File: config.mk
export PLATFORM = sky130hd
export DESIGN_NAME = fatan2_div
export DESIGN_NICKNAME = d
export VERILOG_FILES = /design/src/rtl/fatan2_pkg.sv /design/src/rtl/fatan2_div.sv
export SDC_FILE = /design/constraint.sdc
export NUM_CORES = 1
export LEC_CHECK = 0
export BUFFER_PORTS_ARGS = -buffer_cell sky130_fd_sc_hd__clkbuf_2
export CORE_AREA = 2 2 345 382
export CTS_CLUSTER_SIZE = 25
export DETAILED_ROUTE_END_ITERATION = 10
export DIE_AREA = 0 0 347 384
export GPL_ROUTABILITY_DRIVEN = 0
export PLACE_DENSITY = 0.51
export SYNTH_ARGS = -nofsm -noshare
export SYNTH_HDL_FRONTEND = slang
export SYNTH_SLANG_ARGS = --single-unit
File: constraint.sdc
create_clock -name clk_i -period 8.89 [get_ports clk_i]
set_clock_uncertainty 0.15 [all_clocks]
set_input_delay 1.3335 -clock clk_i [delete_from_list [all_inputs] [get_ports clk_i]]
set_output_delay 1.3335 -clock clk_i [all_outputs]
set_load 0.01 [all_outputs]
File: src/rtl/fatan2_pkg.sv
// shared types and constants for the fast atan2 pipeline
// no dependencies; used by every module under rtl/
package fatan2_pkg;

  // ratio z is q0.16 and can reach exactly 1.0, so it has one extra integer bit
  localparam int Z_FRAC = 16;
  localparam int Z_W    = Z_FRAC + 1;

  // angle datapath, signed q6.30 with headroom for -pi..2pi
  localparam int A_FRAC = 30;
  localparam int A_W    = 36;

  localparam int LIN_W  = 30;
  localparam int C2Z_W  = 27;
  localparam int BOW_W  = 31;
  localparam int POLY_W = 29;
  localparam int CORR_W = 28;
  localparam int BASE_W = 31;

  localparam int ANGLE_W = 16;

  // constants with 30 fraction bits (signed ones q6.30), rounded to nearest
  localparam logic [LIN_W-1:0]  K_PI4 = 30'd843314857;
  localparam logic [POLY_W-1:0] K_C1  = 29'd265965850;
  localparam logic [C2Z_W-1:0]  K_C2  = 27'd71189083;
  localparam logic signed [A_W-1:0] K_PI2 = 36'sd1686629713;
  localparam logic signed [A_W-1:0] K_PI  = 36'sd3373259426;
  localparam logic signed [A_W-1:0] K_2PI = 36'sd6746518852;

  localparam logic signed [A_W-1:0] OUT_MAX = 36'sd32767;
  localparam logic signed [A_W-1:0] OUT_MIN = -36'sd32768;

  // octant information that rides along with each sample
  typedef struct packed {
    logic zero;
    logic x_neg;
    logic y_neg;
    logic x_gt_y;
  } ctl_t;

endpackage

File: src/rtl/fatan2_div.sv
// pipelined restoring divider: z = floor(lo * 2^16 / hi), one quotient bit per stage
// depends on fatan2_pkg
module fatan2_div #(
  parameter int SAMPLE_WIDTH = 16
) (
  input  logic                         clk_i,
  input  logic                         rst_ni,
  input  logic                         en_i,
  input  logic                         valid_i,
  input  logic [SAMPLE_WIDTH-1:0]      lo_i,
  input  logic [SAMPLE_WIDTH-1:0]      hi_i,
  input  fatan2_pkg::ctl_t             ctl_i,
  output logic                         valid_o,
  output logic [fatan2_pkg::Z_W-1:0]   z_o,
  output fatan2_pkg::ctl_t             ctl_o
);

  localparam int NS = fatan2_pkg::Z_W;

  logic [SAMPLE_WIDTH-1:0]    rem_q   [NS];
  logic [SAMPLE_WIDTH-1:0]    hi_q    [NS];
  logic [NS-1:0]              quot_q  [NS];
  fatan2_pkg::ctl_t           ctl_q   [NS];
  logic [NS-1:0]              valid_q;

  logic [SAMPLE_WIDTH:0]      trial   [NS];
  logic [SAMPLE_WIDTH:0]      diff    [NS];
  logic [NS-1:0]              ge;

  for (genvar j = 0; j < NS; j++) begin : g_stage
    if (j == 0) begin : g_first
      // leading bit: lo <= hi, so this only fires on equal magnitudes
      assign trial[j] = {1'b0, lo_i};
      assign ge[j]    = trial[j] >= {1'b0, hi_i};
      assign diff[j]  = trial[j] - {1'b0, hi_i};

      always_ff @(posedge clk_i or negedge rst_ni) begin
        if (!rst_ni) begin
          valid_q[j] <= 1'b0;
        end else if (en_i) begin
          valid_q[j] <= valid_i;
        end
      end

      always_ff @(posedge clk_i) begin
        if (en_i) begin
          rem_q[j]  <= ge[j] ? diff[j][SAMPLE_WIDTH-1:0] : trial[j][SAMPLE_WIDTH-1:0];
          hi_q[j]   <= hi_i;
          quot_q[j] <= {{(NS-1){1'b0}}, ge[j]};
          ctl_q[j]  <= ctl_i;
        end
      end
    end else begin : g_next
      assign trial[j] = {rem_q[j-1], 1'b0};
      assign ge[j]    = trial[j] >= {1'b0, hi_q[j-1]};
      assign diff[j]  = trial[j] - {1'b0, hi_q[j-1]};

      always_ff @(posedge clk_i or negedge rst_ni) begin
        if (!rst_ni) begin
          valid_q[j] <= 1'b0;
        end else if (en_i) begin
          valid_q[j] <= valid_q[j-1];
        end
      end

      always_ff @(posedge clk_i) begin
        if (en_i) begin
          rem_q[j]  <= ge[j] ? diff[j][SAMPLE_WIDTH-1:0] : trial[j][SAMPLE_WIDTH-1:0];
          hi_q[j]   <= hi_q[j-1];
          quot_q[j] <= {quot_q[j-1][NS-2:0], ge[j]};
          ctl_q[j]  <= ctl_q[j-1];
        end
      end
    end
  end

  assign valid_o = valid_q[NS-1];
  assign z_o     = quot_q[NS-1];
  assign ctl_o   = ctl_q[NS-1];

endmodule

==> impl_metrics.yaml <==
clock_network:
  clockBufferDepth: 3
  cts.sinks: 750
  cts.repair.resized: 0
  h-tree-depth: 3
  path_clk_slew_ns: 0.06
  clock-root-buffer: "clkbuf_16"
  cts_buffers: 89
  post_cts_buffers: 0
  cts_tree: "yes"
  cts-hold-fix-buffers: 0
  insertion_delay_ns: 0.70
logic_synthesis:
  avgSynthCellArea_um2: 12.4
  synthXorXnorAreaFrac_pct: 3.66
  synth.area.top_cells: "edfxtp_1 57%, ha_1 8.8%, inv_1 3.3%, mux2_2 2.8%, xnor2_1 2.4%"
  synth_nets: 3438
  synth_fa_ha_area_share_pct: 9.62
  async_flop_share_pct: 2.27
  ys.flop_type: "edfxtp_1"
  ys_ff_latch: 750
  synth_compound_area_share_pct: 11.6
  synth_edf_count: 733
  synth_top_area_share_pct: 57.1
  ys_warn_count: 0
  synthDistinctLibCells: 79
  synth_top_family_by_area: "compound AO/OA/AOI/OAI gates"
  synth_cells: 3111
  synth_most_common_cell: "edfxtp_1"
  post_synth_and_or_nand_nor_area_fraction_pct: 8.80
  ys_seq_area_share_pct: 58.2
  yosys-mux-area-fraction_pct: 3.91
  syn_area_um2: 38600
  ys_top_cells_by_count: "733 x edfxtp_1, 341 x inv_1, 271 x ha_1, 214 x nand2_1, 173 x o21ai_0"
  yosysTopAreaCell: "edfxtp_1"
floorplan:
  die_h_um: 384
  initial_core_util_pct: 29.8
  die_area_um2: 133000
  core_area_um2: 130000
  rows: 139
  die_w_um: 347
  io-pin-count: 62
sta:
  fin_crit_ns: 3.83
  setup_viol: 0
  slew_headroom_pct: 26.8
  timing_worst_slew_pin_value_ns: 1.10
  final.setup.worst_slack_ns: 5.06
  hold_violations: 0
  slew_violations: 0
  grt_setup_unrepaired: "no"
  fmaxAchievable_mhz: 261
  min_period_over_period_pct: 43.1
  fin_tns_setup_ns: 0
finish:
  nets: 3543
  drive_gt1_share_pct: 11.4
  syn_to_final_growth_pct: 13.1
  nFillCells: 12700
  num_antenna_cells: 0
  finalInstanceArea_um2: 43600
  seqCellArea_um2: 22400
  multi_input_area_um2: 14500
worst_setup_path:
  critical_path_required_ns: 9.19
  end_kind: "flop"
  r2r_slack_ns: 5.16
  cp-start-kind: "input pin"
  setup.worst_path.class: "input pin to flop"
  worstPathArrival_ns: 4.13
  crit_fanout: 17
pwr:
  peakVddDrop_mv: 0.168
  leakage_nw: 17.2
  power_density_nw_per_um2: 346
  finalPower_mw: 15.1
global_route:
  antenna_found_initial: 0
  grt_max_degree: 190
  overflow: 0
  grt_pass1_vias: 24100
  grt_first_pass_wirelength_um: 118000
  grtUsageTotal_pct: 11.0
drt:
  drt-initial-drc-count: 1087
  drc: 0
  drtAntennaViolNets: 0
  vias_per_cell: 4.65
  firstDrtPassIters: 5
  postRouteWirelength_um: 73100
  avgRoutedWirePerCell_um: 14.7
  num_vias: 23100
placement:
  port_buffers: 61
  pre_cts_ws_ns: 4.30
  hpwl_um: 52700
  place_area_um2: 40800
status:
  status: "finished, final reports clean"
flow_run:
  drv_cap: 0
min_path:
  hold_class: "flop to flop"
[per-layer routing]
layer	vias to the layer above	track usage [%]	routed length (µm)
met5	-	0	0
met4	0	6.02	3510
met3	195	1.95	2220
met2	325	22.4	41600
met1	11000	10.0	25700
li1	11600	-	-
[registers in the layout, indices dropped and copies added (netlist names)]
name     count
valid_q     16
valid_o      1
rem_q      256
hi_q       256
quot_q     153
ctl_q       68
[worst max-delay path, cell delays in order]
cell,delay (ns)
clkbuf_2,0.08
inv_1,0.04
ha_1,0.22
fa_1,0.41
nor2b_1,0.18
o31a_1,0.23
o211ai_1,0.18
a31oi_1,0.29
o21ai_1,0.11
nand2_1,0.08
a21o_1,0.56
mux2_2,0.41
[placed cells by master (no fill, tap or decap), types with 22 or more instances in the layout]
cell       synthesis  routed
clkbuf_16          0      90
nor3_1            54      54
a21o_1            61      61
a21oi_1          147     147
xor2_1            55      55
or3_1             24      24
nand3_1           39      39
or2_2             24      24
edfxtp_1         733     733
nand4_1           35      35
nand2b_1          36      36
o21a_1            51      51
o31ai_1           39      39
mux2_2            95      95
a211oi_1          22      22
nor2b_1           49      49
clkbuf_2           0      60
inv_1            341     341
nor2_1           165     165
nand2_1          214     214
o21ai_0          173     172
ha_1             271     271
xnor2_1          106     106
[stage by stage]
step,cells,hold slack [ns],util [%]
2_1_floorplan,3111,0.250,-
3_3_place_gp,4817,0.250,31.5
3_5_place_dp,4817,0.255,31.5
4_1_cts,4977,0.258,33.7
5_1_grt,4977,0.267,33.7
6_report,4977,0.265,33.7
[layout make-up]
cell class | count | share of cell area, %
clock buffers | 108 | 5.32
inverters | 348 | 2.99
flip-flops and latches | 750 | 51.4
multi-input cells | 1953 | 33.2
well taps | 1692 | 4.85
clock inverters | 52 | 1.16
repair buffers | 74 | 1.03
[where the power goes]
part	internal (mW)	switching (mW)	total (mW)
combinational	2.75	3.32	6.07
clock	2.02	1.50	3.52
sequential	5.13	0.397	5.53
[cells by family (layout without fill, tap and decap cells)]
group,Yosys count,in the layout
AO/OA/AOI/OAI,673,673
buffers and inverters,408,582
AND/OR/NAND/NOR,704,704
XOR/XNOR,161,161
flip-flops,750,750
adder cells (fa/ha/maj),287,287
multiplexers,128,128
[worst paths after layout]
kind / from / end / cells past startpoint
max in group asynchronous: rst_ni / valid_q[2] / 1
worst max register to register: rem_q[0][81] / rem_q[0][107] / 9
worst min register to register: quot_q[0][266] / quot_q[0][284] / 0
min in group asynchronous: rst_ni / valid_q[8] / 1
worst max-delay path: lo_i[0] / rem_q[0][5] / 12
worst min-delay path: quot_q[0][266] / quot_q[0][284] / 0
(Power assumes the default switching activity.)
