File: src/rtl/fatan2_pkg.sv
// shared types and constants for the fast atan2 pipeline
// no dependencies; used by every module under rtl/
package fatan2_pkg;

  // ratio z is q0.16 and can reach exactly 1.0, so it has one extra integer bit
  localparam int Z_FRAC = 16;
  localparam int Z_W    = Z_FRAC + 1;

  // angle datapath, signed q6.30 with headroom for -pi..2pi
  localparam int A_FRAC = 30;
  localparam int A_W    = 36;

  localparam int LIN_W  = 30;
  localparam int C2Z_W  = 27;
  localparam int BOW_W  = 31;
  localparam int POLY_W = 29;
  localparam int CORR_W = 28;
  localparam int BASE_W = 31;

  localparam int ANGLE_W = 16;

  // constants with 30 fraction bits (signed ones q6.30), rounded to nearest
  localparam logic [LIN_W-1:0]  K_PI4 = 30'd843314857;
  localparam logic [POLY_W-1:0] K_C1  = 29'd265965850;
  localparam logic [C2Z_W-1:0]  K_C2  = 27'd71189083;
  localparam logic signed [A_W-1:0] K_PI2 = 36'sd1686629713;
  localparam logic signed [A_W-1:0] K_PI  = 36'sd3373259426;
  localparam logic signed [A_W-1:0] K_2PI = 36'sd6746518852;

  localparam logic signed [A_W-1:0] OUT_MAX = 36'sd32767;
  localparam logic signed [A_W-1:0] OUT_MIN = -36'sd32768;

  // octant information that rides along with each sample
  typedef struct packed {
    logic zero;
    logic x_neg;
    logic y_neg;
    logic x_gt_y;
  } ctl_t;

endpackage

File: src/rtl/fatan2_poly.sv
// base angle pi/4*z + z*(1-z)*(c1 + c2*z) in unsigned q1.30 and octant fold, three stages
// depends on fatan2_pkg
module fatan2_poly (
  input  logic                                clk_i,
  input  logic                                rst_ni,
  input  logic                                en_i,
  input  logic                                valid_i,
  input  logic [fatan2_pkg::Z_W-1:0]          z_i,
  input  fatan2_pkg::ctl_t                    ctl_i,
  output logic                                valid_o,
  output logic signed [fatan2_pkg::A_W-1:0]   angle_o
);

  localparam int LIN_P_W  = fatan2_pkg::LIN_W + fatan2_pkg::Z_W;
  localparam int C2Z_P_W  = fatan2_pkg::C2Z_W + fatan2_pkg::Z_W;
  localparam int BOW_P_W  = 2 * fatan2_pkg::Z_W;
  localparam int CORR_P_W = fatan2_pkg::BOW_W + fatan2_pkg::POLY_W + 1;

  // stage 1: three independent products
  logic [LIN_P_W-1:0]              lin_prod;
  logic [C2Z_P_W-1:0]              c2z_prod;
  logic [BOW_P_W-1:0]              bow_prod;
  logic [fatan2_pkg::Z_W-1:0]      one_minus_z;
  logic [fatan2_pkg::LIN_W-1:0]    lin1_q;
  logic [fatan2_pkg::C2Z_W-1:0]    c2z_q;
  logic [fatan2_pkg::BOW_W-1:0]    bow_q;
  fatan2_pkg::ctl_t                ctl1_q;
  logic                            v1_q;

  assign one_minus_z = fatan2_pkg::Z_W'(1 << fatan2_pkg::Z_FRAC) - z_i;
  assign lin_prod    = LIN_P_W'(fatan2_pkg::K_PI4) * LIN_P_W'(z_i);
  assign c2z_prod    = C2Z_P_W'(fatan2_pkg::K_C2) * C2Z_P_W'(z_i);
  assign bow_prod    = BOW_P_W'(z_i) * BOW_P_W'(one_minus_z);

  // stage 2: correction term
  logic [fatan2_pkg::POLY_W-1:0]   poly;
  logic [CORR_P_W-1:0]             corr_prod;
  logic [fatan2_pkg::LIN_W-1:0]    lin2_q;
  logic [fatan2_pkg::CORR_W-1:0]   corr_q;
  fatan2_pkg::ctl_t                ctl2_q;
  logic                            v2_q;

  assign poly      = fatan2_pkg::K_C1 + fatan2_pkg::POLY_W'(c2z_q);
  assign corr_prod = CORR_P_W'(bow_q) * CORR_P_W'(poly);

  // stage 3: base angle and octant fold
  logic [fatan2_pkg::BASE_W-1:0]          base;
  logic signed [fatan2_pkg::A_W-1:0]      b;
  logic signed [fatan2_pkg::A_W-1:0]      fold_d;
  logic signed [fatan2_pkg::A_W-1:0]      fold_q;
  logic                                   v3_q;

  assign base = fatan2_pkg::BASE_W'(lin2_q) + fatan2_pkg::BASE_W'(corr_q);
  assign b    = signed'(fatan2_pkg::A_W'(base));

  always_comb begin
    if (ctl2_q.zero) begin
      fold_d = '0;
    end else if (ctl2_q.x_gt_y) begin
      if (!ctl2_q.x_neg) begin
        fold_d = ctl2_q.y_neg ? -b : b;
      end else begin
        fold_d = ctl2_q.y_neg ? (b - fatan2_pkg::K_PI) : (fatan2_pkg::K_PI - b);
      end
    end else begin
      // equal magnitudes land here too
      if (!ctl2_q.y_neg) begin
        fold_d = ctl2_q.x_neg ? (fatan2_pkg::K_PI2 + b) : (fatan2_pkg::K_PI2 - b);
      end else begin
        fold_d = ctl2_q.x_neg ? (-fatan2_pkg::K_PI2 - b) : (b - fatan2_pkg::K_PI2);
      end
    end
  end

  always_ff @(posedge clk_i or negedge rst_ni) begin
    if (!rst_ni) begin
      v1_q <= 1'b0;
      v2_q <= 1'b0;
      v3_q <= 1'b0;
    end else if (en_i) begin
      v1_q <= valid_i;
      v2_q <= v1_q;
      v3_q <= v2_q;
    end
  end

  always_ff @(posedge clk_i) begin
    if (en_i) begin
      lin1_q <= lin_prod[fatan2_pkg::Z_FRAC +: fatan2_pkg::LIN_W];
      c2z_q  <= c2z_prod[fatan2_pkg::Z_FRAC +: fatan2_pkg::C2Z_W];
      bow_q  <= bow_prod[fatan2_pkg::BOW_W-1:0];
      ctl1_q <= ctl_i;
      lin2_q <= lin1_q;
      corr_q <= corr_prod[32 +: fatan2_pkg::CORR_W];
      ctl2_q <= ctl1_q;
      fold_q <= fold_d;
    end
  end

  assign valid_o = v3_q;
  assign angle_o = fold_q;

endmodule

File: config.mk
export PLATFORM = sky130hd
export DESIGN_NAME = fatan2_poly
export DESIGN_NICKNAME = d
export VERILOG_FILES = /design/src/rtl/fatan2_pkg.sv /design/src/rtl/fatan2_poly.sv
export SDC_FILE = /design/constraint.sdc
export NUM_CORES = 2
export LEC_CHECK = 0
export BUFFER_PORTS_ARGS = -buffer_cell sky130_fd_sc_hd__buf_4
export CAP_MARGIN = 20
export CORE_ASPECT_RATIO = 1.25
export CORE_UTILIZATION = 30
export CTS_BUF_LIST = sky130_fd_sc_hd__clkbuf_8
export CTS_CLUSTER_SIZE = 20
export DETAILED_ROUTE_END_ITERATION = 10
export GPL_TIMING_DRIVEN = 0
export PLACE_DENSITY_LB_ADDON = 0.25
export SKIP_LAST_GASP = 1
export SLEW_MARGIN = 25
export SYNTH_ARGS = -nofsm -noshare
export SYNTH_HDL_FRONTEND = slang
export SYNTH_SLANG_ARGS = --single-unit
File: constraint.sdc
create_clock -name clk_i -period 10.4 [get_ports clk_i]
set_input_delay 1.04 -clock clk_i [delete_from_list [all_inputs] [get_ports clk_i]]
set_output_delay 1.04 -clock clk_i [all_outputs]
set_load 0.05 [all_outputs]
==> results.txt <==
Clock H-tree levels = 4
CTS root buf = sky130_fd_sc_hd__clkbuf_8
Synth cell types = 93
total global routing track utilization = 21.6%
routability-driven placement congestion ratio = 0.961
number of inserted filler cells in the final layout = 22142
Worst R2R Start = c2z_q[1]
number of clock sinks = 193
final routed DRC violation total = 0
number of global-route vias before repair = 51851
register bit total from synthesis = 193
Slowest-stage cell, CP = sky130_fd_sc_hd__fa_1
average routed wire per standard cell = 23.3 um
buffer levels on the longest clock path = 2
critical path endpoint category = flop
placeable core region = 210000 um^2
post-layout minimum cycle time = 10.13 ns
Startpoint Class = flop
worst-path fanout max = 10
GRT Residual Overflow = 0
share of layout cells above drive strength 1 = 3.85%
final setup violation count = 0
predominant post-synthesis flop cell = sky130_fd_sc_hd__edfxtp_1
Die ar. = 213000 um^2
via density per instance = 4.99
Syn Nets = 8910
Die H = 516 um
starting utilization of the core area = 30.2%
number of enable-type register cells in the synthesized netlist = 190
post-synthesis average cell area = 9.20 um^2
final hold violation count = 0
outcome = finished, final reports clean
sequential area share after synthesis = 9.13%
first-pass GRT wire length = 337 mm
synthesized instance count = 6883
final max-slew violation count = 0
total clock buffers created by CTS = 17
number of maximum-capacitance constraint violations = 0
number of DRC markers in iteration 0 = 3504
NumNets Final = 9002
number of antenna-violating nets in the routed design = 0
top-level I/O count = 62
count of yosys warnings during synthesis = 0
Min-Delay Path Class = in2async
most common cell after layout, fill and taps aside = sky130_fd_sc_hd__inv_1
end of the worst register-to-register path = corr_q[27]
most numerous cell on the critical path = sky130_fd_sc_hd__fa_1
CP Class = reg2reg
Post-CTS Hold Fix Bufs = 0
Vias = 48652
Layout Area Growth over Synthesis = 7.83%
delay of the slowest cell on the worst path = 0.58 ns
Final Cycle Share = 97.4%
smallest hold slack = 0.219 ns
worst slew pin tran = 1.22 ns
clock slew seen by the registers of the worst setup and hold paths = 0.13 ns
Die Span X = 413 um
cell count of the worst reg-to-reg path = 39
number of port buffers = 61
worst-case clock skew = 0.0319 ns
top library cells by usage in the layout, fill and taps aside = 1594 x sky130_fd_sc_hd__inv_1, 1278 x sky130_fd_sc_hd__fa_1, 730 x sky130_fd_sc_hd__nand2_1
data required time of the worst path = 10.69 ns
clock tree from TritonCTS = yes
insertion delay of the later-clocked pin in the worst-skew pair = 0.58 ns
RSZ-0062 raised after global routing = yes
FMAX = 98.7 MHz
number of antenna violations at the first check in global routing = 10
row count = 188
1st-pass router iterations = 7
DP Wirelength = 189 mm
remaining max-slew budget at the tightest pin = 18.6%
setup slack, reg-to-reg = 0.27 ns
mapped cell area = 63300 um^2
WP data arrival = 10.42 ns
maximum number of pins on one net before global-route repair = 98
fraction of synthesis flops using an asynchronous set or reset pin = 1.55%
Total Routed Length = 227 mm
[what timing repair did]
item / 4_1_cts / 5_1_grt
setup endpoints to repair: 28 / 17
gates resized for setup: 70 / 49
setup buffers: 6 / 3
pin swaps: 7 / 8
cloned: 0 / 0
[worst max-delay path by stage]
stage / startpoint / cells after the start / to / slack (ns)
after floorplan: c2z_q[1] / 38 / corr_q[27] / 1.01
after global placement: c2z_q[1] / 35 / corr_q[27] / -3.48
after detailed placement: c2z_q[1] / 37 / corr_q[27] / -2.24
after CTS: c2z_q[1] / 41 / corr_q[27] / 0.08
after global routing: c2z_q[1] / 40 / corr_q[27] / -0.11
final: c2z_q[1] / 39 / corr_q[27] / 0.27
[synthesized netlist by cell type (36+ instances only)]
| library cell | instances | area [um^2] |
|---|---|---|
| sky130_fd_sc_hd__a211oi_1 | 43 | 323 |
| sky130_fd_sc_hd__a21o_1 | 69 | 518 |
| sky130_fd_sc_hd__a21oi_1 | 195 | 976 |
| sky130_fd_sc_hd__a31oi_1 | 38 | 238 |
| sky130_fd_sc_hd__and2_1 | 337 | 2110 |
| sky130_fd_sc_hd__and3_1 | 38 | 238 |
| sky130_fd_sc_hd__clkbuf_1 | 281 | 1050 |
| sky130_fd_sc_hd__edfxtp_1 | 190 | 5710 |
| sky130_fd_sc_hd__fa_1 | 1278 | 25600 |
| sky130_fd_sc_hd__ha_1 | 724 | 9060 |
| sky130_fd_sc_hd__inv_1 | 1594 | 5980 |
| sky130_fd_sc_hd__nand2_1 | 731 | 2740 |
| sky130_fd_sc_hd__nand2b_1 | 186 | 1160 |
| sky130_fd_sc_hd__nand3_1 | 76 | 380 |
| sky130_fd_sc_hd__nor2_1 | 265 | 995 |
| sky130_fd_sc_hd__nor2b_1 | 39 | 244 |
| sky130_fd_sc_hd__nor3_1 | 72 | 360 |
| sky130_fd_sc_hd__o211ai_1 | 36 | 270 |
| sky130_fd_sc_hd__o21a_1 | 37 | 278 |
| sky130_fd_sc_hd__o21ai_0 | 134 | 671 |
| sky130_fd_sc_hd__xnor2_1 | 119 | 1040 |
[area by class of cell]
cell class	instances	area, um^2	share of cell area [%]
Multi-Input combinational cell	4798	50800	74.3
Inverter	1596	5990	8.77
Sequential cell	193	5780	8.47
Tap cell	2755	3450	5.05
Buffer	295	1230	1.80
Timing Repair Buffer	74	591	0.865
Clock buffer	17	234	0.343
Clock inverter	15	234	0.343
Antenna cell	4	10.0	0.0147
[sequential cells by signal, summed over array words and instances, names as in the netlist]
| signal | count |
|---|---|
| v1_q | 1 |
| ctl1_q | 4 |
| valid_o | 1 |
| angle_o | 36 |
| corr_q | 28 |
| ctl2_q | 4 |
| c2z_q | 27 |
| lin1_q | 30 |
| lin2_q | 30 |
| v2_q | 1 |
| bow_q | 31 |
[cells by family (layout without fill, tap and decap cells)]
| group | count (synthesis) | count (layout) | synth area share [%] |
|---|---|---|---|
| DFF | 193 | 193 | 9.13 |
| xor gates and xnor gates | 155 | 155 | 2.16 |
| buffers and inverters | 1892 | 1997 | 11.2 |
| adders and majority gates | 2002 | 2002 | 54.7 |
| AOI/OAI and AO/OA | 757 | 757 | 8.00 |
| other | 0 | 4 | 0 |
| and+or+nand+nor | 1862 | 1862 | 14.3 |
| muxes | 22 | 22 | 0.447 |
[per-layer routing]
layer / vias up / wire [um] / GRT usage [%]
li1: 21500 / - / -
met1: 25213 / 92000 / 27.0
met2: 1575 / 112000 / 37.9
met3: 362 / 12400 / 2.14
met4: 2 / 9960 / 8.10
met5: - / 13 / 0
[stage by stage]
stage / area [um^2] / setup slack, ns / TNS (ns) / util (%) / std cells
CTS: 68100 / 0.0844 / 0 / 32.5 / 9740
global placement: 67200 / -3.48 / -57.22 / 32.0 / 9699
detailed placement: 67400 / -2.24 / -30.53 / 32.1 / 9703
floorplan: 63300 / 1.01 / 0 / - / 6883
global route: 68300 / -0.112 / -0.222 / 32.5 / 9745
finish: 68300 / 0.269 / 0 / 32.5 / 9747
[critical path, delay by kind of cell, from the launching register on]
family / cells / cell delay [ns]
AOI/OAI and AO/OA: 11 / 2.17
xor gates and xnor gates: 2 / 0.50
DFF: 1 / 0.46
buffers and inverters: 7 / 1.06
and+or+nand+nor: 9 / 1.25
adders and majority gates: 10 / 4.40
Power is left out: the tool's default activity adds up to more than one toggle a clock period on the data nets, which glitch-free logic cannot reach.
