## config.mk

```make
export PLATFORM = sky130hd
export DESIGN_NAME = fatan2_out
export DESIGN_NICKNAME = d
export VERILOG_FILES = /design/src/rtl/fatan2_pkg.sv /design/src/rtl/fatan2_out.sv
export SDC_FILE = /design/constraint.sdc
export NUM_CORES = 1
export LEC_CHECK = 0
export ABC_AREA = 1
export BUFFER_PORTS_ARGS = -buffer_cell sky130_fd_sc_hd__buf_2
export CAP_MARGIN = 15
export CORE_ASPECT_RATIO = 0.5
export CORE_MARGIN = 2
export CORE_UTILIZATION = 23
export DETAILED_ROUTE_END_ITERATION = 8
export HOLD_SLACK_MARGIN = 0.03
export SETUP_SLACK_MARGIN = 0.3
export SLEW_MARGIN = 20
export SYNTH_ARGS = -nofsm -noshare
export SYNTH_HDL_FRONTEND = slang
export SYNTH_SLANG_ARGS = --single-unit
```

## constraint.sdc

```tcl
create_clock -name clk_i -period 2.5 [get_ports clk_i]
set_clock_uncertainty 0.15 [all_clocks]
set_input_delay 0.375 -clock clk_i [delete_from_list [all_inputs] [get_ports clk_i]]
set_output_delay 0.375 -clock clk_i [all_outputs]
set_load 0.02 [all_outputs]
```

## src/rtl/fatan2_pkg.sv

```systemverilog
// shared types and constants for the fast atan2 pipeline
// no dependencies; used by every module under rtl/
package fatan2_pkg;

  // ratio z is q0.16 and can reach exactly 1.0, so it has one extra integer bit
  localparam int Z_FRAC = 16;
  localparam int Z_W    = Z_FRAC + 1;

  // angle datapath, signed q6.30 with headroom for -pi..2pi
  localparam int A_FRAC = 30;
  localparam int A_W    = 36;

  localparam int LIN_W  = 30;
  localparam int C2Z_W  = 27;
  localparam int BOW_W  = 31;
  localparam int POLY_W = 29;
  localparam int CORR_W = 28;
  localparam int BASE_W = 31;

  localparam int ANGLE_W = 16;

  // constants with 30 fraction bits (signed ones q6.30), rounded to nearest
  localparam logic [LIN_W-1:0]  K_PI4 = 30'd843314857;
  localparam logic [POLY_W-1:0] K_C1  = 29'd265965850;
  localparam logic [C2Z_W-1:0]  K_C2  = 27'd71189083;
  localparam logic signed [A_W-1:0] K_PI2 = 36'sd1686629713;
  localparam logic signed [A_W-1:0] K_PI  = 36'sd3373259426;
  localparam logic signed [A_W-1:0] K_2PI = 36'sd6746518852;

  localparam logic signed [A_W-1:0] OUT_MAX = 36'sd32767;
  localparam logic signed [A_W-1:0] OUT_MIN = -36'sd32768;

  // octant information that rides along with each sample
  typedef struct packed {
    logic zero;
    logic x_neg;
    logic y_neg;
    logic x_gt_y;
  } ctl_t;

endpackage

```

## src/rtl/fatan2_out.sv

```systemverilog
// output stage: optional 0..2pi shift, round half up to the output grid, saturate
// depends on fatan2_pkg
module fatan2_out #(
  parameter int ANGLE_FRAC_BITS = 12
) (
  input  logic                                clk_i,
  input  logic                                rst_ni,
  input  logic                                en_i,
  input  logic                                range_mode_i,
  input  logic                                valid_i,
  input  logic signed [fatan2_pkg::A_W-1:0]   angle_i,
  output logic                                valid_o,
  output logic signed [fatan2_pkg::ANGLE_W-1:0] angle_o
);

  localparam int SH = fatan2_pkg::A_FRAC - ANGLE_FRAC_BITS;
  localparam logic signed [fatan2_pkg::A_W-1:0] HALF = fatan2_pkg::A_W'(1) << (SH - 1);

  logic signed [fatan2_pkg::A_W-1:0]     wrapped;
  logic signed [fatan2_pkg::A_W-1:0]     rounded;
  logic signed [fatan2_pkg::ANGLE_W-1:0] angle_d;
  logic signed [fatan2_pkg::ANGLE_W-1:0] angle_q;
  logic                                  valid_q;

  always_comb begin
    wrapped = (range_mode_i && angle_i[fatan2_pkg::A_W-1]) ? (angle_i + fatan2_pkg::K_2PI)
                                                           : angle_i;
    rounded = (wrapped + HALF) >>> SH;
    if (rounded > fatan2_pkg::OUT_MAX) begin
      angle_d = fatan2_pkg::ANGLE_W'(fatan2_pkg::OUT_MAX);
    end else if (rounded < fatan2_pkg::OUT_MIN) begin
      angle_d = fatan2_pkg::ANGLE_W'(fatan2_pkg::OUT_MIN);
    end else begin
      angle_d = rounded[fatan2_pkg::ANGLE_W-1:0];
    end
  end

  always_ff @(posedge clk_i or negedge rst_ni) begin
    if (!rst_ni) begin
      valid_q <= 1'b0;
    end else if (en_i) begin
      valid_q <= valid_i;
    end
  end

  always_ff @(posedge clk_i) begin
    if (en_i) begin
      angle_q <= angle_d;
    end
  end

  assign valid_o = valid_q;
  assign angle_o = angle_q;

endmodule
```

==> results of run 1 <==
layout make-up:
class / count / area [µm²]
fill: 1069 / 5740
multi-input combinational: 321 / 1730
timing repair buffer: 169 / 1190
sequential: 17 / 505
inverter: 58 / 225
tap: 135 / 169
clock buffer: 3 / 75.1
clock inverter: 1 / 5.00
stage by stage:
step	setup TNS, ns	total power [mW]
finish	-1.53	1.24
global route	-4.86	1.32
CTS	-1.72	1.25
detailed placement	-6.40	0.882
global placement	-5.93	0.878
floorplan	-1.97	0.623
flip-flops by register name, summed over array words and instances (netlist names):
| name | count |
|---|---|
| valid_o | 1 |
| angle_o | 16 |
power groups by stage:
| stage | combinational (mW) | sequential, mW | clock [mW] |
|---|---|---|---|
| 5_1_grt | 0.624 | 0.363 | 0.329 |
| 3_3_place_gp | 0.513 | 0.365 | 0 |
| 3_5_place_dp | 0.517 | 0.365 | 0 |
| 4_1_cts | 0.565 | 0.360 | 0.322 |
| 2_1_floorplan | 0.214 | 0.409 | 0 |
| 6_report | 0.568 | 0.360 | 0.314 |
per-layer routing:
layer / vias up / share of wire / global-route usage
li1: 1587 / - / -
met1: 1244 / 0.49 / 0.167
met2: 48 / 0.46 / 0.241
met3: 9 / 0.030 / 0.0109
met4: 0 / 0.012 / 0.0367
met5: - / 0 / 0
worst max-delay path, stage by stage:
cell and delay, ns:
sky130_fd_sc_hd__buf_2 0.12, sky130_fd_sc_hd__nor2_2 0.13, sky130_fd_sc_hd__buf_4 0.13, sky130_fd_sc_hd__nand2_2 0.07
sky130_fd_sc_hd__clkinv_4 0.05, sky130_fd_sc_hd__nand3_2 0.07, sky130_fd_sc_hd__xor2_1 0.19, sky130_fd_sc_hd__inv_1 0.09
sky130_fd_sc_hd__ha_2 0.19, sky130_fd_sc_hd__inv_2 0.05, sky130_fd_sc_hd__nor3_4 0.19, sky130_fd_sc_hd__nand2_2 0.12
sky130_fd_sc_hd__clkinv_2 0.06, sky130_fd_sc_hd__nand2_1 0.04, sky130_fd_sc_hd__nand2_1 0.07, sky130_fd_sc_hd__nand2_2 0.07
sky130_fd_sc_hd__o21ai_4 0.19, sky130_fd_sc_hd__clkbuf_16 0.19, sky130_fd_sc_hd__nand2_2 0.04
synth_stat cells:
master,instances
sky130_fd_sc_hd__a21oi_1,4
sky130_fd_sc_hd__a31oi_1,1
sky130_fd_sc_hd__a41oi_1,1
sky130_fd_sc_hd__buf_2,2
sky130_fd_sc_hd__buf_6,2
sky130_fd_sc_hd__clkinv_1,2
sky130_fd_sc_hd__clkinv_2,1
sky130_fd_sc_hd__dfrtp_1,1
sky130_fd_sc_hd__edfxtp_1,16
sky130_fd_sc_hd__ha_1,1
sky130_fd_sc_hd__inv_1,46
sky130_fd_sc_hd__inv_2,9
sky130_fd_sc_hd__mux2_2,1
sky130_fd_sc_hd__nand2_1,149
sky130_fd_sc_hd__nand2_2,19
sky130_fd_sc_hd__nand3_1,33
sky130_fd_sc_hd__nand3_2,1
sky130_fd_sc_hd__nand3_4,1
sky130_fd_sc_hd__nand3b_1,5
sky130_fd_sc_hd__nand4_1,13
sky130_fd_sc_hd__nor2_1,50
sky130_fd_sc_hd__nor2_2,11
sky130_fd_sc_hd__nor2_4,2
sky130_fd_sc_hd__nor3_1,5
sky130_fd_sc_hd__nor3_2,2
sky130_fd_sc_hd__nor4_1,1
sky130_fd_sc_hd__o21ai_0,2
sky130_fd_sc_hd__o21ai_4,1
sky130_fd_sc_hd__xnor2_1,5
sky130_fd_sc_hd__xnor2_2,1
sky130_fd_sc_hd__xor2_1,11
timing repair:
item                                    4_1_cts  5_1_grt
endpoints found under the setup margin       16       16
endpoints found under the hold margin         1        0
gates resized for setup                      44       12
hold buffers                                  1        0
pin swaps                                    30        7
gates cloned                                  2        0
setup buffers                                 4        2
worst max-delay path by stage:
stage / start / end / slack (ns) / cells after the start
6_report: angle_i[16] / angle_o[2] / -0.11 / 19
3_5_place_dp: angle_i[3] / angle_o[1] / -0.43 / 21
5_1_grt: angle_i[8] / angle_o[11] / -0.33 / 20
3_3_place_gp: angle_i[11] / angle_o[2] / -0.39 / 20
4_1_cts: angle_i[12] / angle_o[3] / -0.13 / 19
2_1_floorplan: angle_i[13] / angle_o[0] / -0.17 / 19
cells by family (layout without fill, tap and decap cells):
kind of cell,after synthesis,after routing
AO/OA/AOI/OAI,9,9
multiplexers,1,1
buffers and inverters,62,231
flip-flops,17,17
AND/OR/NAND/NOR,292,293
adder cells (fa/ha/maj),1,1
XOR/XNOR,17,17
==> results.sh, run 1 <==
export IMPL_cts_sinks=17
export IMPL_dominant_combinational_cell_family_by_area_after_synthesis="simple AND/OR/NAND/NOR gates"
export IMPL_clock_latency_ns=0.25
export IMPL_worstRegToRegCells=1
export IMPL_routed_wl_um=7090
export IMPL_hp_start="valid_i"
export IMPL_share_of_final_layout_standard_cells_stronger_than_drive_strength_1=0.478
export IMPL_maximum_number_of_pins_on_one_net_before_global_route_repair=18
export IMPL_final_hold_viol_count=0
export IMPL_setup_slack_ns=-0.110
export IMPL_dr_pass1_iters=4
export IMPL_critPathKind="in2reg"
export IMPL_antennaDiodeCount=0
export IMPL_timing_max_slew_rel_slack=0.747
export IMPL_place_worst_setup_slack_ns=-0.427
export IMPL_dp_final_hpwl_um=5830
export IMPL_post_synth_num_cell_types=31
export IMPL_maxCapViolations=0
export IMPL_vias=2888
export IMPL_netlist_top_cells_area="sky130_fd_sc_hd__nand2_1 24%, sky130_fd_sc_hd__edfxtp_1 21%, sky130_fd_sc_hd__nor2_1 8.1%"
export IMPL_synthesis_yosys_warnings=0
export IMPL_flow_area_growth_from_synthesis_pct=68.1
export IMPL_routability_congestion_estimate=0.848
export IMPL_design_die_area_um2=10900
export IMPL_final_max_slew_violation_count=0
export IMPL_rsz_0062_raised_after_global_routing="yes"
export IMPL_worstPathArrival_ns=2.46
export IMPL_fin_hold_ws_ns=0.209
export IMPL_grt_first_pass_wirelength_um=11600
export IMPL_worst_path_max_fanout=7
export IMPL_synth_mux_area_frac=0.00486
export IMPL_placedInstanceArea_um2=3560
export IMPL_vdd_ir_drop_worst_uv=197
export IMPL_placed_cells=691
export IMPL_ios=58
export IMPL_timing_final_setup_violations=15
export IMPL_timing_reg2reg_setup_slack_ns=1.62
export IMPL_remaining_drc_errors=0
export IMPL_antenna_found_initial=0
export IMPL_swShare=0.333
export IMPL_combPwrFrac=0.457
export IMPL_drt_iter0_markers=96
export IMPL_cts_inserted_buffers=3
export IMPL_path_clk_slew_ns=0.05
export IMPL_core_area_um2=9630
export IMPL_worstHoldPathType="in2reg"
export IMPL_post_synth_inst_count=399
export IMPL_final_min_period_over_clock_period=1.04
export IMPL_clock_tree_htree_level_count=1
export IMPL_initial_core_util=0.241
export IMPL_holdPathEnd="valid_o"
export IMPL_syn_area_per_cell_um2=5.81
export IMPL_rr_endpoint="valid_o"
export IMPL_tritoncts_clock_tree="yes"
export IMPL_routed_via_density=4.10
export IMPL_clock_power_share=0.253
export IMPL_compound_gate_fraction_of_synth_area=0.0264
export IMPL_num_rows=25
export IMPL_mostFrequentLayoutCells="120 x sky130_fd_sc_hd__nand2_1, 109 x sky130_fd_sc_hd__buf_4, 53 x sky130_fd_sc_hd__buf_2"
export IMPL_synth_sequential_area_ratio=0.218
export IMPL_number_of_global_route_vias_before_repair=2627
export IMPL_yosys_area_share_xor_xnor=0.0675
export IMPL_finish_net_count=612
export IMPL_sort_of_element_at_the_start_of_the_critical_path="input pin"
export IMPL_power_switching_uw=413
export IMPL_synthDominantCellAreaShare=0.241
export IMPL_antenna_violating_nets_post_route=0
export IMPL_synth_seq_cells=17
export IMPL_dieHeight_um=75.0
export IMPL_power_leakage_nw=1.95
export IMPL_synth_adder_area_share=0.00540
export IMPL_cellInternalPower_uw=828
export IMPL_synth_top_cell_by_area="sky130_fd_sc_hd__nand2_1"
export IMPL_min_delay_path_depth=2
export IMPL_cts_path_max_buffers=2
export IMPL_most_common_library_cell_in_the_layout_ignoring_fill_and_taps="sky130_fd_sc_hd__nand2_1"
export IMPL_floorplan_die_width_um=146
export IMPL_status="finished with violations"
export IMPL_globalRouteTotalUtil=0.130
export IMPL_port_buffer_count=55
export IMPL_postSynthNetCount=441
export IMPL_critical_path_required_ns=2.35
export IMPL_syn_area_um2=2320
export IMPL_tightest_slew_ns=0.379
export IMPL_violations="setup timing"
export IMPL_max_freq_mhz=383
export IMPL_setup_worst_path_end_class="flop"
export IMPL_yosys_area_share_simple=0.569
export IMPL_wl_per_cell_um=10.1
export IMPL_power_frac_seq=0.290
export IMPL_finalCriticalPeriod_ns=2.61
export IMPL_finish_utilization=0.404
export IMPL_pwrdens_nw_per_um2=319
export IMPL_gr_total_overflow=0
export IMPL_post_route_cell_area_um2=3900
export IMPL_rr_startpoint="valid_o"
export IMPL_cts_root_buf="sky130_fd_sc_hd__clkbuf_16"
export IMPL_post_layout_nonfiller_instances=704
Power figures use the tool's default switching activity.
==> run 2, diff against run 1 <==
--- a/config.mk
+++ b/config.mk
@@ -5,7 +5,7 @@
 export SDC_FILE = /design/constraint.sdc
 export NUM_CORES = 1
 export LEC_CHECK = 0
-export ABC_AREA = 1
+export ABC_AREA = 0
 export BUFFER_PORTS_ARGS = -buffer_cell sky130_fd_sc_hd__buf_2
 export CAP_MARGIN = 15
 export CORE_ASPECT_RATIO = 0.5
==> run 2 against run 1 <==
Effect of this change:
- the run still ends with setup timing left
- sequential share of layout area is 4.1 points higher
- power is 14% lower
- design area is 24% lower
- sequential power hardly changed
- combinational power is 30% lower
- clock power hardly changed
- largest power group unchanged
==> results.sh, run 2 <==
export IMPL_tightest_slew_ns=0.378
export IMPL_synth_top_cell_by_area="sky130_fd_sc_hd__edfxtp_1"
export IMPL_rsz_0062_raised_after_global_routing="yes"
export IMPL_share_of_final_layout_standard_cells_stronger_than_drive_strength_1=0.506
export IMPL_dp_final_hpwl_um=4420
export IMPL_wl_per_cell_um=12.2
export IMPL_cts_root_buf="sky130_fd_sc_hd__clkbuf_16"
export IMPL_worstHoldPathType="in2reg"
export IMPL_core_area_um2=7910
export IMPL_routability_congestion_estimate=0.860
export IMPL_final_hold_viol_count=0
export IMPL_synth_seq_cells=17
export IMPL_syn_area_per_cell_um2=9.07
export IMPL_tritoncts_clock_tree="yes"
export IMPL_post_layout_nonfiller_instances=436
export IMPL_mostFrequentLayoutCells="62 x sky130_fd_sc_hd__buf_4, 54 x sky130_fd_sc_hd__buf_2, 16 x sky130_fd_sc_hd__edfxtp_1"
export IMPL_cell_with_the_most_instances_after_synthesis="sky130_fd_sc_hd__edfxtp_1"
export IMPL_cts_inserted_buffers=3
export IMPL_postSynthNetCount=246
export IMPL_finalCriticalPeriod_ns=3.34
export IMPL_power_switching_uw=322
export IMPL_most_common_library_cell_in_the_layout_ignoring_fill_and_taps="sky130_fd_sc_hd__buf_4"
export IMPL_synthTopCellsByCount="16 x sky130_fd_sc_hd__edfxtp_1, 14 x sky130_fd_sc_hd__nor2_1, 14 x sky130_fd_sc_hd__xnor2_1, 13 x sky130_fd_sc_hd__o21ai_0"
export IMPL_design_die_area_um2=8820
export IMPL_grt_first_pass_wirelength_um=8780
export IMPL_busiest_layer="met2"
export IMPL_vdd_ir_drop_worst_uv=206
export IMPL_dominantRegCellSynth="sky130_fd_sc_hd__edfxtp_1"
export IMPL_dieHeight_um=67.4
export IMPL_synthesis_yosys_warnings=0
export IMPL_timing_final_setup_violations=16
export IMPL_placedInstanceArea_um2=2700
export IMPL_worst_path_max_fanout=15
export IMPL_finish_net_count=367
export IMPL_synth_sequential_area_ratio=0.273
export IMPL_asyncSetResetFlopFracSynth=0.0588
export IMPL_post_synth_inst_count=204
export IMPL_post_route_cell_area_um2=2960
export IMPL_swShare=0.301
export IMPL_num_rows=23
export IMPL_final_min_period_over_clock_period=1.33
export IMPL_remaining_drc_errors=0
export IMPL_initial_core_util=0.234
export IMPL_grt_met1_usage=0.171
export IMPL_floorplan_die_width_um=131
export IMPL_power_leakage_nw=1.21
export IMPL_number_of_flip_flops_in_the_largest_register=16
export IMPL_routed_wl_um=5330
export IMPL_netlist_top_cells_area="sky130_fd_sc_hd__edfxtp_1 26%, sky130_fd_sc_hd__xnor2_1 6.6%, sky130_fd_sc_hd__o21ai_2 4.3%"
export IMPL_antenna_violating_nets_post_route=0
export IMPL_cellInternalPower_uw=746
export IMPL_gr_total_overflow=0
export IMPL_number_of_enable_flip_flop_cells_after_synthesis=16
export IMPL_dr_pass1_iters=4
export IMPL_power_total_mw=1.07
export IMPL_globalRouteTotalUtil=0.124
export IMPL_flow_area_growth_from_synthesis_pct=60.0
export IMPL_worstPathArrival_ns=3.17
export IMPL_path_clk_slew_ns=0.05
export IMPL_antennaDiodeCount=0
export IMPL_critical_path_required_ns=2.33
export IMPL_antenna_found_initial=0
export IMPL_met3_usage=0.0119
export IMPL_max_freq_mhz=300
export IMPL_met2_usage=0.211
export IMPL_drt_iter0_markers=90
export IMPL_sort_of_element_at_the_start_of_the_critical_path="input pin"
export IMPL_timing_max_slew_rel_slack=0.746
export IMPL_setup_slack_ns=-0.836
export IMPL_cts_sinks=17
export IMPL_syn_area_um2=1850
export IMPL_power_frac_seq=0.336
export IMPL_clock_latency_ns=0.24
export IMPL_clock_power_share=0.294
export IMPL_setup_worst_path_end_class="flop"
export IMPL_status="finished with violations"
export IMPL_final_fill_count=797
export IMPL_number_of_global_route_vias_before_repair=1868
export IMPL_ios=58
export IMPL_pwrdens_nw_per_um2=361
export IMPL_violations="setup timing"
export IMPL_final_max_slew_violation_count=0
export IMPL_maxCapViolations=0
export IMPL_port_buffer_count=55
export IMPL_vias=1979
export IMPL_post_synth_num_cell_types=60
export IMPL_critPathKind="in2reg"
export IMPL_cts_path_max_buffers=2
export IMPL_routed_via_density=4.54
export IMPL_placed_cells=425
export IMPL_clock_tree_htree_level_count=1
export IMPL_maximum_number_of_pins_on_one_net_before_global_route_repair=18
export IMPL_combPwrFrac=0.371
export IMPL_synthDominantCellAreaShare=0.260
==> run 2: cell types whose count changed after synthesis, sizes merged, moves of 6 or more <==
| cell | delta |
|---|---|
| nand2 | -157 |
| inv | -52 |
| nor2 | -47 |
| nand3 | -28 |
| o21ai | +22 |
| xnor2 | +8 |
| nand4 | -7 |
| o21a | +6 |
==> run 2: power by group through the flow <==
| stage | clock network [mW] | registers (mW) | logic (mW) |
|---|---|---|---|
| 6_report | 0.314 | 0.359 | 0.396 |
| 3_5_place_dp | 0 | 0.365 | 0.376 |
| 4_1_cts | 0.315 | 0.360 | 0.384 |
| 2_1_floorplan | 0 | 0.405 | 0.152 |
| 3_3_place_gp | 0 | 0.367 | 0.372 |
| 5_1_grt | 0.330 | 0.363 | 0.432 |
==> run 2: what timing repair did <==
action / 4_1_cts / 5_1_grt
buffers inserted: 4 / 2
hold endpoints to repair: 1 / 0
resized for setup: 7 / 19
setup endpoints to repair: 16 / 16
pin swaps: 6 / 5
hold buffers: 1 / 0
==> run 2: path summary, 6_finish.rpt <==
path	start	endpoint	slack, ns	cells after the start
worst min-delay path	valid_i	valid_o	0.21	2
worst min register to register	valid_o	valid_o	0.35	1
min in group asynchronous	rst_ni	valid_o	0.28	2
worst max-delay path	angle_i[10]	angle_o[8]	-0.84	13
max in group asynchronous	rst_ni	valid_o	1.84	2
worst max register to register	valid_o	valid_o	1.61	1
==> run 2: kinds of logic (layout without fill, tap and decap cells) <==
group / count (synthesis) / after routing / share of synthesized area
flops: 17 / 17 / 0.273
fa+ha+maj: 2 / 2 / 0.0122
mux: 4 / 4 / 0.0250
xor+xnor: 23 / 23 / 0.109
buf+inv: 10 / 130 / 0.0338
compound gates: 64 / 64 / 0.278
simple gates: 84 / 84 / 0.269
==> run 2: metal layers <==
| metal | vias up | part of all wire |
|---|---|---|
| li1 | 1036 | - |
| met1 | 900 | 0.50 |
| met2 | 37 | 0.45 |
| met3 | 6 | 0.041 |
| met4 | 0 | 0.0090 |
| met5 | - | 0 |
==> run 2: layout make-up <==
| cell class | count | area, µm² | share of cell area |
|---|---|---|---|
| tap | 112 | 140 | 0.0474 |
| inverter | 3 | 11.3 | 0.00381 |
| multi-input combinational | 177 | 1400 | 0.474 |
| timing repair buffer | 123 | 822 | 0.278 |
| sequential | 17 | 505 | 0.171 |
| clock buffer | 4 | 78.8 | 0.0266 |
==> run 2: stage by stage <==
step	util	TNS, ns	setup slack [ns]	hold WS [ns]
after global routing	0.374	-14.77	-0.975	0.227
after CTS	0.360	-13.01	-0.860	0.214
after detailed placement	0.341	-17.88	-1.17	0.00245
after global placement	0.341	-17.55	-1.14	-0.000106
final	0.374	-12.80	-0.836	0.214
after floorplan	-	-13.82	-0.923	-0.0706
==> run 2: critical path: stages <==
cell	delay, ns
sky130_fd_sc_hd__buf_2	0.10
sky130_fd_sc_hd__a211o_1	0.29
sky130_fd_sc_hd__a211o_1	0.32
sky130_fd_sc_hd__a32o_2	0.28
sky130_fd_sc_hd__buf_4	0.13
sky130_fd_sc_hd__o21a_1	0.19
sky130_fd_sc_hd__xnor2_1	0.15
sky130_fd_sc_hd__a2111o_1	0.43
sky130_fd_sc_hd__nor3b_2	0.25
sky130_fd_sc_hd__o32ai_2	0.12
sky130_fd_sc_hd__a211oi_4	0.25
sky130_fd_sc_hd__buf_12	0.18
sky130_fd_sc_hd__o21ai_0	0.09
